===== src/hdl/rsf_pkg.sv =====
// Shared types, constants and helpers for the replicator softmax unit.
`timescale 1ns / 1ps
`default_nettype none
package rsf_pkg;

	localparam int DATA_W  = 16;
	localparam int STEP_W  = 12;
	localparam int N_LOGIT = 3;
	localparam int CADDR_W = 2;

	// configuration register indexes
	localparam logic [CADDR_W-1:0] REG_RATE_GAIN    = 2'd0;
	localparam logic [CADDR_W-1:0] REG_TIME_STEP    = 2'd1;
	localparam logic [CADDR_W-1:0] REG_STEP_COUNT   = 2'd2;
	localparam logic [CADDR_W-1:0] REG_START_WEIGHT = 2'd3;

	// register reset values
	localparam logic [DATA_W-1:0] RST_RATE_GAIN    = 16'd8192;
	localparam logic [DATA_W-1:0] RST_TIME_STEP    = 16'd81;
	localparam logic [STEP_W-1:0] RST_STEP_COUNT   = 12'd100;
	localparam logic [DATA_W-1:0] RST_START_WEIGHT = 16'd819;

	typedef logic [1:0] idx_t;
	typedef logic [1:0] stg_t;

	localparam idx_t IDX_LAST = 2'd2;

	// multiplier pass stages of one weight update
	localparam stg_t STG_DIFF = 2'd0;  // z * (logit - sum)
	localparam stg_t STG_GAIN = 2'd1;  // rate_gain * previous
	localparam stg_t STG_STEP = 2'd2;  // previous * time_step

	typedef struct packed {
		logic load;
		logic mul;
		stg_t stage;
		idx_t idx;
		logic upd;
		logic div_init;
		logic div_step;
		logic div_save;
		logic out_load;
	} cmd_t;

	typedef struct packed {
		logic zero_sum;
	} stat_t;

	// magnitude of a 16-bit two's complement value, -32768 maps to 32768
	function automatic logic [DATA_W-1:0] abs16(input logic [DATA_W-1:0] a);
		abs16 = a[DATA_W-1] ? (~a + 16'd1) : a;
	endfunction

endpackage
`default_nettype wire


===== src/hdl/rsf_ctrl.sv =====
// Controller state machine sequencing update passes and divisions.
`timescale 1ns / 1ps
`default_nettype none
module rsf_ctrl #(
	parameter int FRAC_BITS = 13
) (
	input  wire                          clk,
	input  wire                          arst_n,
	input  wire                          in_valid,
	output logic                         in_ready,
	output logic                         out_valid,
	input  wire                          out_ready,
	input  wire  [rsf_pkg::STEP_W-1:0]   step_count,
	input  rsf_pkg::stat_t               stat,
	output rsf_pkg::cmd_t                cmd
);
	import rsf_pkg::*;

	localparam int MAG_W = DATA_W + FRAC_BITS;
	localparam int CNT_W = $clog2(MAG_W);

	localparam logic [2:0] ST_IDLE = 3'd0;
	localparam logic [2:0] ST_MUL  = 3'd1;
	localparam logic [2:0] ST_UPD  = 3'd2;
	localparam logic [2:0] ST_DIVI = 3'd3;
	localparam logic [2:0] ST_DIVS = 3'd4;
	localparam logic [2:0] ST_DIVW = 3'd5;
	localparam logic [2:0] ST_OUT  = 3'd6;

	logic [2:0]       state_q;
	logic [STEP_W-1:0] pass_q;
	stg_t             stage_q;
	idx_t             idx_q;
	logic [CNT_W-1:0] cnt_q;
	logic             out_valid_q;
	logic             out_free;

	assign out_free  = !out_valid_q || out_ready;
	assign in_ready  = (state_q == ST_IDLE);
	assign out_valid = out_valid_q;

	// command decode
	always_comb begin
		cmd          = '0;
		cmd.stage    = stage_q;
		cmd.idx      = idx_q;
		cmd.load     = (state_q == ST_IDLE) && in_valid;
		cmd.mul      = (state_q == ST_MUL);
		cmd.upd      = (state_q == ST_UPD);
		cmd.div_init = (state_q == ST_DIVI) && !stat.zero_sum;
		cmd.div_step = (state_q == ST_DIVS);
		cmd.div_save = (state_q == ST_DIVW);
		cmd.out_load = (state_q == ST_OUT) && out_free;
	end

	// sequencer
	always_ff @(posedge clk or negedge arst_n) begin
		if (!arst_n) begin
			state_q <= ST_IDLE;
			pass_q  <= '0;
			stage_q <= STG_DIFF;
			idx_q   <= '0;
			cnt_q   <= '0;
		end else begin
			case (state_q)
				ST_IDLE: begin
					if (in_valid) begin
						pass_q  <= '0;
						stage_q <= STG_DIFF;
						idx_q   <= '0;
						state_q <= ST_MUL;
					end
				end
				ST_MUL: begin
					if (idx_q == IDX_LAST) begin
						idx_q <= '0;
						if (stage_q == STG_STEP) begin
							state_q <= ST_UPD;
						end else begin
							stage_q <= stage_q + 2'd1;
						end
					end else begin
						idx_q <= idx_q + 2'd1;
					end
				end
				ST_UPD: begin
					stage_q <= STG_DIFF;
					idx_q   <= '0;
					if (pass_q == step_count) begin
						state_q <= ST_DIVI;
					end else begin
						pass_q  <= pass_q + 1'b1;
						state_q <= ST_MUL;
					end
				end
				ST_DIVI: begin
					cnt_q <= '0;
					if (stat.zero_sum) begin
						state_q <= ST_OUT;
					end else begin
						state_q <= ST_DIVS;
					end
				end
				ST_DIVS: begin
					cnt_q <= cnt_q + 1'b1;
					if (cnt_q == CNT_W'(MAG_W - 1)) begin
						state_q <= ST_DIVW;
					end
				end
				ST_DIVW: begin
					if (idx_q == IDX_LAST) begin
						state_q <= ST_OUT;
					end else begin
						idx_q   <= idx_q + 2'd1;
						state_q <= ST_DIVI;
					end
				end
				ST_OUT: begin
					if (out_free) begin
						state_q <= ST_IDLE;
					end
				end
				default: begin
					state_q <= ST_IDLE;
				end
			endcase
		end
	end

	// output word valid
	always_ff @(posedge clk or negedge arst_n) begin
		if (!arst_n) begin
			out_valid_q <= 1'b0;
		end else if (cmd.out_load) begin
			out_valid_q <= 1'b1;
		end else if (out_ready) begin
			out_valid_q <= 1'b0;
		end
	end

endmodule
`default_nettype wire


===== src/hdl/rsf_dp.sv =====
// Datapath: weights, shared multiplier, serial divider and output word register.
`timescale 1ns / 1ps
`default_nettype none
module rsf_dp #(
	parameter int FRAC_BITS = 13
) (
	input  wire                          clk,
	input  rsf_pkg::cmd_t                cmd,
	output rsf_pkg::stat_t               stat,
	input  wire  [3*rsf_pkg::DATA_W-1:0] logits,
	input  wire  [rsf_pkg::DATA_W-1:0]   rate_gain,
	input  wire  [rsf_pkg::DATA_W-1:0]   time_step,
	input  wire  [rsf_pkg::DATA_W-1:0]   start_weight,
	output logic [3*rsf_pkg::DATA_W-1:0] out_probs,
	output logic                         out_zero
);
	import rsf_pkg::*;

	localparam int MAG_W  = DATA_W + FRAC_BITS;
	localparam int PROD_W = 2 * DATA_W;

	logic [DATA_W-1:0] logit_q [N_LOGIT];
	logic [DATA_W-1:0] z_q     [N_LOGIT];
	logic [DATA_W-1:0] m_q     [N_LOGIT];
	logic [DATA_W-1:0] q_q     [N_LOGIT];
	logic [DATA_W-1:0] out_q   [N_LOGIT];
	logic [DATA_W-1:0] sum_q;
	logic              zero_q;

	logic [DATA_W-1:0] diff;
	logic [DATA_W-1:0] op_a;
	logic [DATA_W-1:0] op_b;
	logic [PROD_W-1:0] prod;
	logic [PROD_W-1:0] prod_sh;
	logic [DATA_W-1:0] z_new   [N_LOGIT];

	logic [DATA_W-1:0] rem_q;
	logic [MAG_W-1:0]  quo_q;
	logic [DATA_W-1:0] dvs_q;
	logic              neg_q;
	logic [DATA_W:0]   trial;
	logic [DATA_W+1:0] tdiff;
	logic              ge;

	assign stat.zero_sum = (sum_q == '0);

	// shared multiplier operand select
	assign diff = logit_q[cmd.idx] - sum_q;
	always_comb begin
		case (cmd.stage)
			STG_DIFF: begin
				op_a = z_q[cmd.idx];
				op_b = diff;
			end
			STG_GAIN: begin
				op_a = rate_gain;
				op_b = m_q[cmd.idx];
			end
			STG_STEP: begin
				op_a = m_q[cmd.idx];
				op_b = time_step;
			end
			default: begin
				op_a = '0;
				op_b = '0;
			end
		endcase
	end

	// s2.13 product, floor shift, wrap to 16 bits
	assign prod    = PROD_W'($signed(op_a) * $signed(op_b));
	assign prod_sh = PROD_W'($signed(prod) >>> FRAC_BITS);

	always_comb begin
		for (int i = 0; i < N_LOGIT; i++) begin
			z_new[i] = z_q[i] + m_q[i];
		end
	end

	// weights, products and running sum
	always_ff @(posedge clk) begin
		if (cmd.load) begin
			for (int i = 0; i < N_LOGIT; i++) begin
				logit_q[i] <= logits[i*DATA_W +: DATA_W];
				z_q[i]     <= start_weight;
			end
			sum_q <= start_weight + start_weight + start_weight;
		end
		if (cmd.mul) begin
			m_q[cmd.idx] <= prod_sh[DATA_W-1:0];
		end
		if (cmd.upd) begin
			for (int i = 0; i < N_LOGIT; i++) begin
				z_q[i] <= z_new[i];
			end
			sum_q <= z_new[0] + z_new[1] + z_new[2];
		end
	end

	// restoring divider, one quotient bit per cycle
	assign trial = {rem_q, quo_q[MAG_W-1]};
	assign tdiff = {1'b0, trial} - {2'b00, dvs_q};
	assign ge    = !tdiff[DATA_W+1];

	always_ff @(posedge clk) begin
		if (cmd.div_init) begin
			rem_q <= '0;
			quo_q <= {abs16(z_q[cmd.idx]), {FRAC_BITS{1'b0}}};
			dvs_q <= abs16(sum_q);
			neg_q <= z_q[cmd.idx][DATA_W-1] ^ sum_q[DATA_W-1];
		end else if (cmd.div_step) begin
			rem_q <= ge ? tdiff[DATA_W-1:0] : trial[DATA_W-1:0];
			quo_q <= {quo_q[MAG_W-2:0], ge};
		end
		if (cmd.div_save) begin
			q_q[cmd.idx] <= neg_q ? (~quo_q[DATA_W-1:0] + 16'd1) : quo_q[DATA_W-1:0];
		end
	end

	// output word register
	always_ff @(posedge clk) begin
		if (cmd.out_load) begin
			for (int i = 0; i < N_LOGIT; i++) begin
				out_q[i] <= stat.zero_sum ? '0 : q_q[i];
			end
			zero_q <= stat.zero_sum;
		end
	end

	assign out_probs = {out_q[2], out_q[1], out_q[0]};
	assign out_zero  = zero_q;

endmodule
`default_nettype wire


===== src/hdl/replicator_softmax_fixed_unit.sv =====
// Top level: configuration registers, controller and datapath of the softmax unit.
// A zero final sum skips the divider. The unit accepts no new word until the last one
// has reached the output register; each pass uses the single shared multiplier nine
// times and then updates the weights, and each quotient takes one bit per cycle.
// Reset (arst_n low, asynchronous) idles the sequencer, drops the output valid and loads
// register defaults; the next word may enter while a finished result waits in the output register.
`timescale 1ns / 1ps
`default_nettype none
module replicator_softmax_fixed_unit #(
	parameter int FRAC_BITS = 13
) (
	input  wire                            clk,
	input  wire                            arst_n,
	input  wire                            s_axis_tvalid,
	output logic                           s_axis_tready,
	input  wire  [47:0]                    s_axis_tdata,   // logit_0, logit_1, logit_2
	output logic                           m_axis_tvalid,
	input  wire                            m_axis_tready,
	output logic [47:0]                    m_axis_tdata,   // prob_0, prob_1, prob_2
	output logic                           m_axis_tuser,   // zero_sum
	input  wire                            cfg_we,
	input  wire  [rsf_pkg::CADDR_W-1:0]    cfg_addr,
	input  wire  [rsf_pkg::DATA_W-1:0]     cfg_wdata
);
	import rsf_pkg::*;

	logic [DATA_W-1:0] rate_gain_q;
	logic [DATA_W-1:0] time_step_q;
	logic [STEP_W-1:0] step_count_q;
	logic [DATA_W-1:0] start_weight_q;

	cmd_t  cmd;
	stat_t stat;

	// configuration registers
	always_ff @(posedge clk or negedge arst_n) begin
		if (!arst_n) begin
			rate_gain_q    <= RST_RATE_GAIN;
			time_step_q    <= RST_TIME_STEP;
			step_count_q   <= RST_STEP_COUNT;
			start_weight_q <= RST_START_WEIGHT;
		end else if (cfg_we) begin
			case (cfg_addr)
				REG_RATE_GAIN:    rate_gain_q    <= cfg_wdata;
				REG_TIME_STEP:    time_step_q    <= cfg_wdata;
				REG_STEP_COUNT:   step_count_q   <= cfg_wdata[STEP_W-1:0];
				REG_START_WEIGHT: start_weight_q <= cfg_wdata;
				default: begin
				end
			endcase
		end
	end

	rsf_ctrl #(
		.FRAC_BITS(FRAC_BITS)
	) u_ctrl (
		.clk       (clk),
		.arst_n    (arst_n),
		.in_valid  (s_axis_tvalid),
		.in_ready  (s_axis_tready),
		.out_valid (m_axis_tvalid),
		.out_ready (m_axis_tready),
		.step_count(step_count_q),
		.stat      (stat),
		.cmd       (cmd)
	);

	rsf_dp #(
		.FRAC_BITS(FRAC_BITS)
	) u_dp (
		.clk         (clk),
		.cmd         (cmd),
		.stat        (stat),
		.logits      (s_axis_tdata),
		.rate_gain   (rate_gain_q),
		.time_step   (time_step_q),
		.start_weight(start_weight_q),
		.out_probs   (m_axis_tdata),
		.out_zero    (m_axis_tuser)
	);

endmodule
`default_nettype wire


===== config.mk =====
export PLATFORM = sky130hd
export DESIGN_NAME = replicator_softmax_fixed_unit
export DESIGN_NICKNAME = d
export VERILOG_FILES = /design/src/hdl/rsf_pkg.sv /design/src/hdl/rsf_ctrl.sv /design/src/hdl/rsf_dp.sv /design/src/hdl/replicator_softmax_fixed_unit.sv
export SDC_FILE = /design/constraint.sdc
export NUM_CORES = 1
export LEC_CHECK = 0
export BUFFER_PORTS_ARGS = -buffer_cell sky130_fd_sc_hd__buf_2
export CORE_ASPECT_RATIO = 1.4
export CORE_MARGIN = 5
export CORE_UTILIZATION = 60
export DETAILED_ROUTE_END_ITERATION = 8
export GPL_TIMING_DRIVEN = 0
export PLACE_DENSITY = 0.89
export SYNTH_ARGS = -nofsm -noshare
export SYNTH_HDL_FRONTEND = slang
export SYNTH_SLANG_ARGS = --single-unit
export TNS_END_PERCENT = 20

===== constraint.sdc =====
create_clock -name clk -period 23.4 [get_ports clk]
set_input_delay 1.17 -clock clk [delete_from_list [all_inputs] [get_ports clk]]
set_output_delay 1.17 -clock clk [all_outputs]
set_load 0.01 [all_outputs]

# --- After elaboration in Yosys (flattened, before gate mapping) ---
# Memory sizes are Yosys's and may differ from the RTL's.
# Cells that the tools add are included.
totals:
  register_bits: 164
  ramBits: 240
  inputBits: 71
  word_cells: 143
  memories: 5
mem_list:
  columns: ["memory", "words", "word_bits", "rd", "rd_clocked_by_memory_dff", "wr", "line", "text"]
  rows:
  - ["u_dp.logit_q", 3, 16, 1, 0, 3, "rsf_dp.sv:22", "logic [DATA_W-1:0] logit_q [N_LOGIT];"]
  - ["u_dp.m_q", 3, 16, 4, 0, 1, "rsf_dp.sv:24", "logic [DATA_W-1:0] m_q [N_LOGIT];"]
  - ["u_dp.out_q", 3, 16, 3, 0, 3, "rsf_dp.sv:26", "logic [DATA_W-1:0] out_q [N_LOGIT];"]
  - ["u_dp.q_q", 3, 16, 3, 0, 1, "rsf_dp.sv:25", "logic [DATA_W-1:0] q_q [N_LOGIT];"]
  - ["u_dp.z_q", 3, 16, 4, 0, 3, "rsf_dp.sv:23", "logic [DATA_W-1:0] z_q [N_LOGIT];"]
classes:
  n_addsub: 16
  mul: 1
  n_eq_ne: 22
  muxes: 48
  bitwise: 7
  n_reduce_logical: 26
ops:
  columns: ["cell", "count"]
  rows:
  - ["$mux 16", 11]
  - ["$add 16x16->16", 7]
  - ["$pmux 16 s3", 2]
  - ["$mux 29", 2]
  - ["$add 16x1->16 const B", 3]
  - ["$not 16->16", 3]
  - ["$mul 16x16->29", 1]
  - ["$mux 12", 2]
  - ["$pmux 12 s2", 1]
  - ["$pmux 3 s7", 1]
  - ["$mux 3", 6]
  - ["$sub 17x16->18", 1]
  - ["$logic_not 16->1", 1]
  - ["$sub 16x16->16", 1]
  - ["$mux 15", 1]
  - ["$mux 2", 7]
  - ["$add 12x1->12 const B", 1]
  - ["$eq 12x12->1", 1]
  - ["$mux 1", 12]
  - ["$pmux 5 s2", 1]
  - ["$reduce_bool 2->1", 5]
  - ["$eq 3x3->1 const B", 3]
  - ["$eq 2x2->1 const B", 4]
  - ["$ne 2x1->1 const B", 4]
  - ["22 further kinds", 39]

# --- Longest topological paths before layout ---
logic_depth:
  word_depth: 5
  depth_mapped: 46

# --- By module ---
# Synthesis repeated with hierarchy kept, for this count alone.
hier_totals:
  hier_cells: 2983
  area_unflattened_um2: 31476.4
by_module_without_submodules:
  columns: ["module", "n_inst", "cells_per_inst", "area_each_um2"]
  rows:
  - ["rsf_dp", 1, 2671, 27585.2]
  - ["replicator_softmax_fixed_unit", 1, 128, 2282.2]
  - ["rsf_ctrl", 1, 184, 1609.0]

# --- Worst setup path after synthesis ---
# Ideal clock, no wire load.
synth_timing:
  kind: "register to register"
  startpoint: "reg u_ctrl.idx_q[1]"
  endpoint: "mem u_dp.m_q[0][15] (data pin)"
  setup_ns: 0.271
  arrival_time_ns: 9.924
  required_ns: 23.129
  path_slack_ns: 13.205
  stages_incl_launch_ff: 45
  path_buffers: 7
  synth_period_minus_slack_ns: 10.195
  cell_sequence: "dfrtp_1 -> buf_2 -> buf_2 -> clkbuf_1 -> buf_2 -> buf_1 -> clkbuf_1 -> nor2_1 -> a21oi_1 -> ha_1 -> inv_1 -> fa_1 -> a21oi_1 -> o21ai_1 -> a2111o_1 -> a31oi_1 -> o21ai_1 -> o21a_1 -> (+9 left out) -> fa_1 -> fa_1 -> fa_1 -> inv_1 -> fa_1 -> inv_1 -> ha_1 -> a21o_1 -> a21o_1 -> a21o_1 -> a21oi_1 -> nor2b_1 -> or3_1 -> a21oi_2 -> o21bai_1 -> a31oi_1 -> xnor3_1 -> xor2_1"
synth_between:
  elab_chain_cells: 4
  word_cells_on_any_way: 7
synth_rtl:
  columns: ["element", "line", "text"]
  rows:
  - ["start: declaration", "rsf_ctrl.sv:33", "idx_t idx_q;"]
  - ["start signal: assignment", "rsf_ctrl.sv:83", "idx_q <= idx_q + 2'd1;"]
  - ["start signal: assignment", "rsf_ctrl.sv:114", "idx_q <= idx_q + 2'd1;"]
  - ["$mem_v2 3x16", null, null]
  - ["$sub 16x16->16", "rsf_dp.sv:48", "assign diff = logit_q[cmd.idx] - sum_q;"]
  - ["$pmux 16 s3", "rsf_dp.sv:50", "case (cmd.stage)"]
  - ["$mul 16x16->29 (*)", "rsf_dp.sv:71", "assign prod = PROD_W'($signed(op_a) * $signed(op_b));"]
  - ["named net u_dp.prod[28]", "rsf_dp.sv:33", "logic [PROD_W-1:0] prod;"]
  - ["end: declaration", "rsf_dp.sv:24", null]
# The timed path passes the listed nets; every way through them passes the cells marked *.

# --- Worst setup path after layout ---
# Ends and elaborated chain as after synthesis.

==> results.md <==
- Post-Synthesis Net Count: 3,502
- Reg2reg start: u_ctrl.idx_q[1]
- FP Rows: 99
- Crit-path max FO: 10
- IO Port Bufs: 121
- Synth area leaders: edfxtp_1 29%, fa_1 17%, ha_1 7.9%, dfrtp_1 5.8%, nand2_1 4.8%
- Setup TNS: 0 ns
- Final GP Congestion: 1.02
- Placed cell areas: 32,800 um2
- # setup viols final: 0
- RSZ-0062 raised after global routing: false
- I/O pins: 122
- Post-Syn Area: 31,200 um2
- Share of the synthesized area in the top cell type: 0.294
- Worst setup EP type: register
- Ys async rst share: 0.202
- Final Net Count: 3,666
- Via count: 23,400
- R2r worst-path depth: 41
- Die Height: 280 um
- Drt total wl: 83.7 mm
- Vias in the first global route: 24,400
- F_max: 74.1 MHz
- Resized Gates After CTS: 0
- HP Class: register to register
- Root Buffer: clkbuf_16
- Post-CTS setup buffers: 0
- Headroom to the max-slew limit: -0.102
- Initial Utilization: 0.602
- Crit Reg-Reg Endpoint: u_dp.m_q[0][15]
- CP arrival: 13.81 ns
- Worst-skew pair later-pin latency: 0.55 ns
- CTS Buf Count: 37
- Chip width: 203 um
- Share of layout cells above drive strength 1: 0.0973
- Iter 0 DRT Violations: 2,300
- DRC viols: 0
- Fin. Hold Viols: 0
- Synth Instances: 2,974
- Clock Skew: 0.0259 ns
- Remaining Overflow, GRT: 0
- Critical path class: register to register
- Total iterations of the first detailed-routing run: 6
- Area occupied by registers: 11,900 um2
- Status: finished, violations left
- Most used cell, CP: fa_1
- Area of the multi-input gates: 17,600 um2
- CTS tree: done
- Area grow syn2layout: 8.71%
- Distinct cells, synth: 76
- Worst Setup EP: u_dp.m_q[0][15]
- Worst setup slack for register-to-register paths: 9.91 ns
- Area of all placed cells without fillers: 34,000 um2
- Worst hold slack: 0.482 ns
- Minimum clock period: 13.49 ns
- Die Area: 56,800 um2
- Worst-Margin Slew: 1.63 ns
- Beginning of the critical path: u_ctrl.idx_q[1]
- Layout fillers: 3,724
- Worst Setup Start Kind: register
- Avg WL per Cell: 21.9 um
- Post-synth EDFFs: 306
- Clock Tree Buf Depth: 3
- MaxCap Viol Count: 1
- Largest area contributor in the netlist: edfxtp_1
- Core area: 51,900 um2
- Largest net degree at the start of global routing: 69
- Synth Register Bits: 420
- Slew Limit Fails: 8
- Cts hold-fix bufs: 0
- Gr usage total: 0.297
- Failing checks: capacitance limit, slew limit
- Post-DP HPWL: 67.0 mm
- Initial antenna violation count: 4
- Sink Count: 420
- CTS H-Tree Depth: 2
- Worst-path cell with the longest stage delay: a21oi_1
- DR vias/cell: 6.12
- First-pass GRT wire length: 130 mm
- Post-route ant nets: 0
- Worst-path clk slew: 0.07 ns
- Worst stage delay on the critical path: 0.78 ns
- Average cell area after synthesis: 10.5 um2
- CP required: 23.72 ns
- Main flop type after synthesis: edfxtp_1
- Fin crit share: 0.577
- Sequential share of the synthesized area: 0.381
- Yosys warnings: 0
[critical path: cells and delay by family, from the launching register on]
kind / cells / cell delay (ns)
adders and majority gates: 9 / 3.90
AOI/OAI and AO/OA: 15 / 3.89
buffers and inverters: 10 / 3.36
xor gates and xnor gates: 2 / 0.82
and+or+nand+nor: 4 / 0.65
DFF: 1 / 0.38
muxes: 1 / 0.25
[cell type report]
class	instances	share of cell area
tap	656	0.0242
clock buffer	47	0.0299
timing repair buffer	125	0.0203
sequential	420	0.351
buffer	100	0.0116
antenna	3	0.000221
multi-input combinational	2096	0.519
inverter	358	0.0396
clock inverter	21	0.00479
[flip-flops by register name, indices dropped and copies added (netlist names)]
| name | flops |
|---|---|
| u_dp.neg_q | 1 |
| step_count_q | 12 |
| u_ctrl.stage_q | 2 |
| u_dp.sum_q | 16 |
| start_weight_q | 16 |
| u_ctrl.idx_q | 2 |
| rate_gain_q | 16 |
| u_dp.dvs_q | 16 |
| u_ctrl.state_q | 3 |
| u_dp.quo_q | 29 |
| u_ctrl.pass_q | 12 |
| u_dp.m_q | 64 |
| u_dp.q_q | 48 |
| u_dp.logit_q | 48 |
| u_dp.z_q | 48 |
| u_ctrl.out_valid | 1 |
| time_step_q | 16 |
| u_dp.rem_q | 16 |
| u_ctrl.cnt_q | 5 |
| u_dp.out_q | 48 |
| u_dp.out_zero | 1 |
[per-layer routing]
metal	up-vias	wire length, um	GRT usage
li1	10300	-	-
met2	1352	41500	0.518
met1	11300	26400	0.315
met5	-	16	0
met4	2	8890	0.243
met3	471	6840	0.0493
[cells by family after synthesis]
family	synth area share
AO/OA/AOI/OAI	0.0934
multiplexers	0.0494
buffers and inverters	0.0556
adder cells (fa/ha/maj)	0.246
AND/OR/NAND/NOR	0.126
XOR/XNOR	0.0485
flip-flops	0.381
[how the worst min path moves through the flow]
stage	start	to	slack [ns]	cells past startpoint
after floorplan	u_dp.rem_q[15]	u_dp.rem_q[15]	0.44	2
after global placement	u_dp.rem_q[14]	u_dp.rem_q[14]	0.46	2
after detailed placement	u_dp.rem_q[14]	u_dp.rem_q[14]	0.46	2
after CTS	u_dp.rem_q[14]	u_dp.rem_q[14]	0.48	2
after global routing	u_dp.quo_q[9]	u_dp.quo_q[10]	0.50	2
final	u_dp.quo_q[9]	u_dp.quo_q[10]	0.48	2
[stage by stage]
| stage | std cells | setup slack (ns) | utilization |
|---|---|---|---|
| 6_report | 3826 | 9.91 | 0.654 |
| 2_1_floorplan | 2974 | 13.20 | - |
| 3_5_place_dp | 3755 | 10.28 | 0.631 |
| 3_3_place_gp | 3751 | 10.29 | 0.629 |
| 4_1_cts | 3823 | 10.14 | 0.654 |
| 5_1_grt | 3824 | 9.33 | 0.654 |
[Yosys cell counts (28+ instances only)]
master    count
o21ai_0     145
mux2i_1      46
ha_1        197
xnor2_1     120
nor2_1      184
xor2_1       48
edfxtp_1    306
mux2_2       64
nand2_1     398
nor2b_1      30
clkbuf_1     77
inv_1       358
and2_1       77
nand3_1      48
a21oi_1     123
nor3_1       33
dfrtp_1      72
dfxtp_1      29
a21o_1       28
nand2b_1     32
fa_1        260
[layout by cell type (no fill, tap or decap), types with 28 or more instances in the layout]
| cell type | n |
|---|---|
| nor2b_1 | 29 |
| dfxtp_1 | 29 |
| inv_1 | 358 |
| a21oi_1 | 123 |
| fa_1 | 260 |
| edfxtp_1 | 306 |
| dfrtp_1 | 72 |
| nand2_1 | 397 |
| xor2_1 | 48 |
| a21o_1 | 28 |
| and2_1 | 77 |
| clkbuf_16 | 39 |
| nand2b_1 | 32 |
| mux2i_1 | 46 |
| nand3_1 | 48 |
| clkbuf_1 | 83 |
| nor2_1 | 184 |
| ha_1 | 197 |
| o21ai_0 | 145 |
| xnor2_1 | 120 |
| mux2_2 | 64 |
| nor3_1 | 33 |
| buf_2 | 129 |
Power is left out: the tool's default activity adds up to more than one toggle a clock period on the data nets, which glitch-free logic cannot reach.
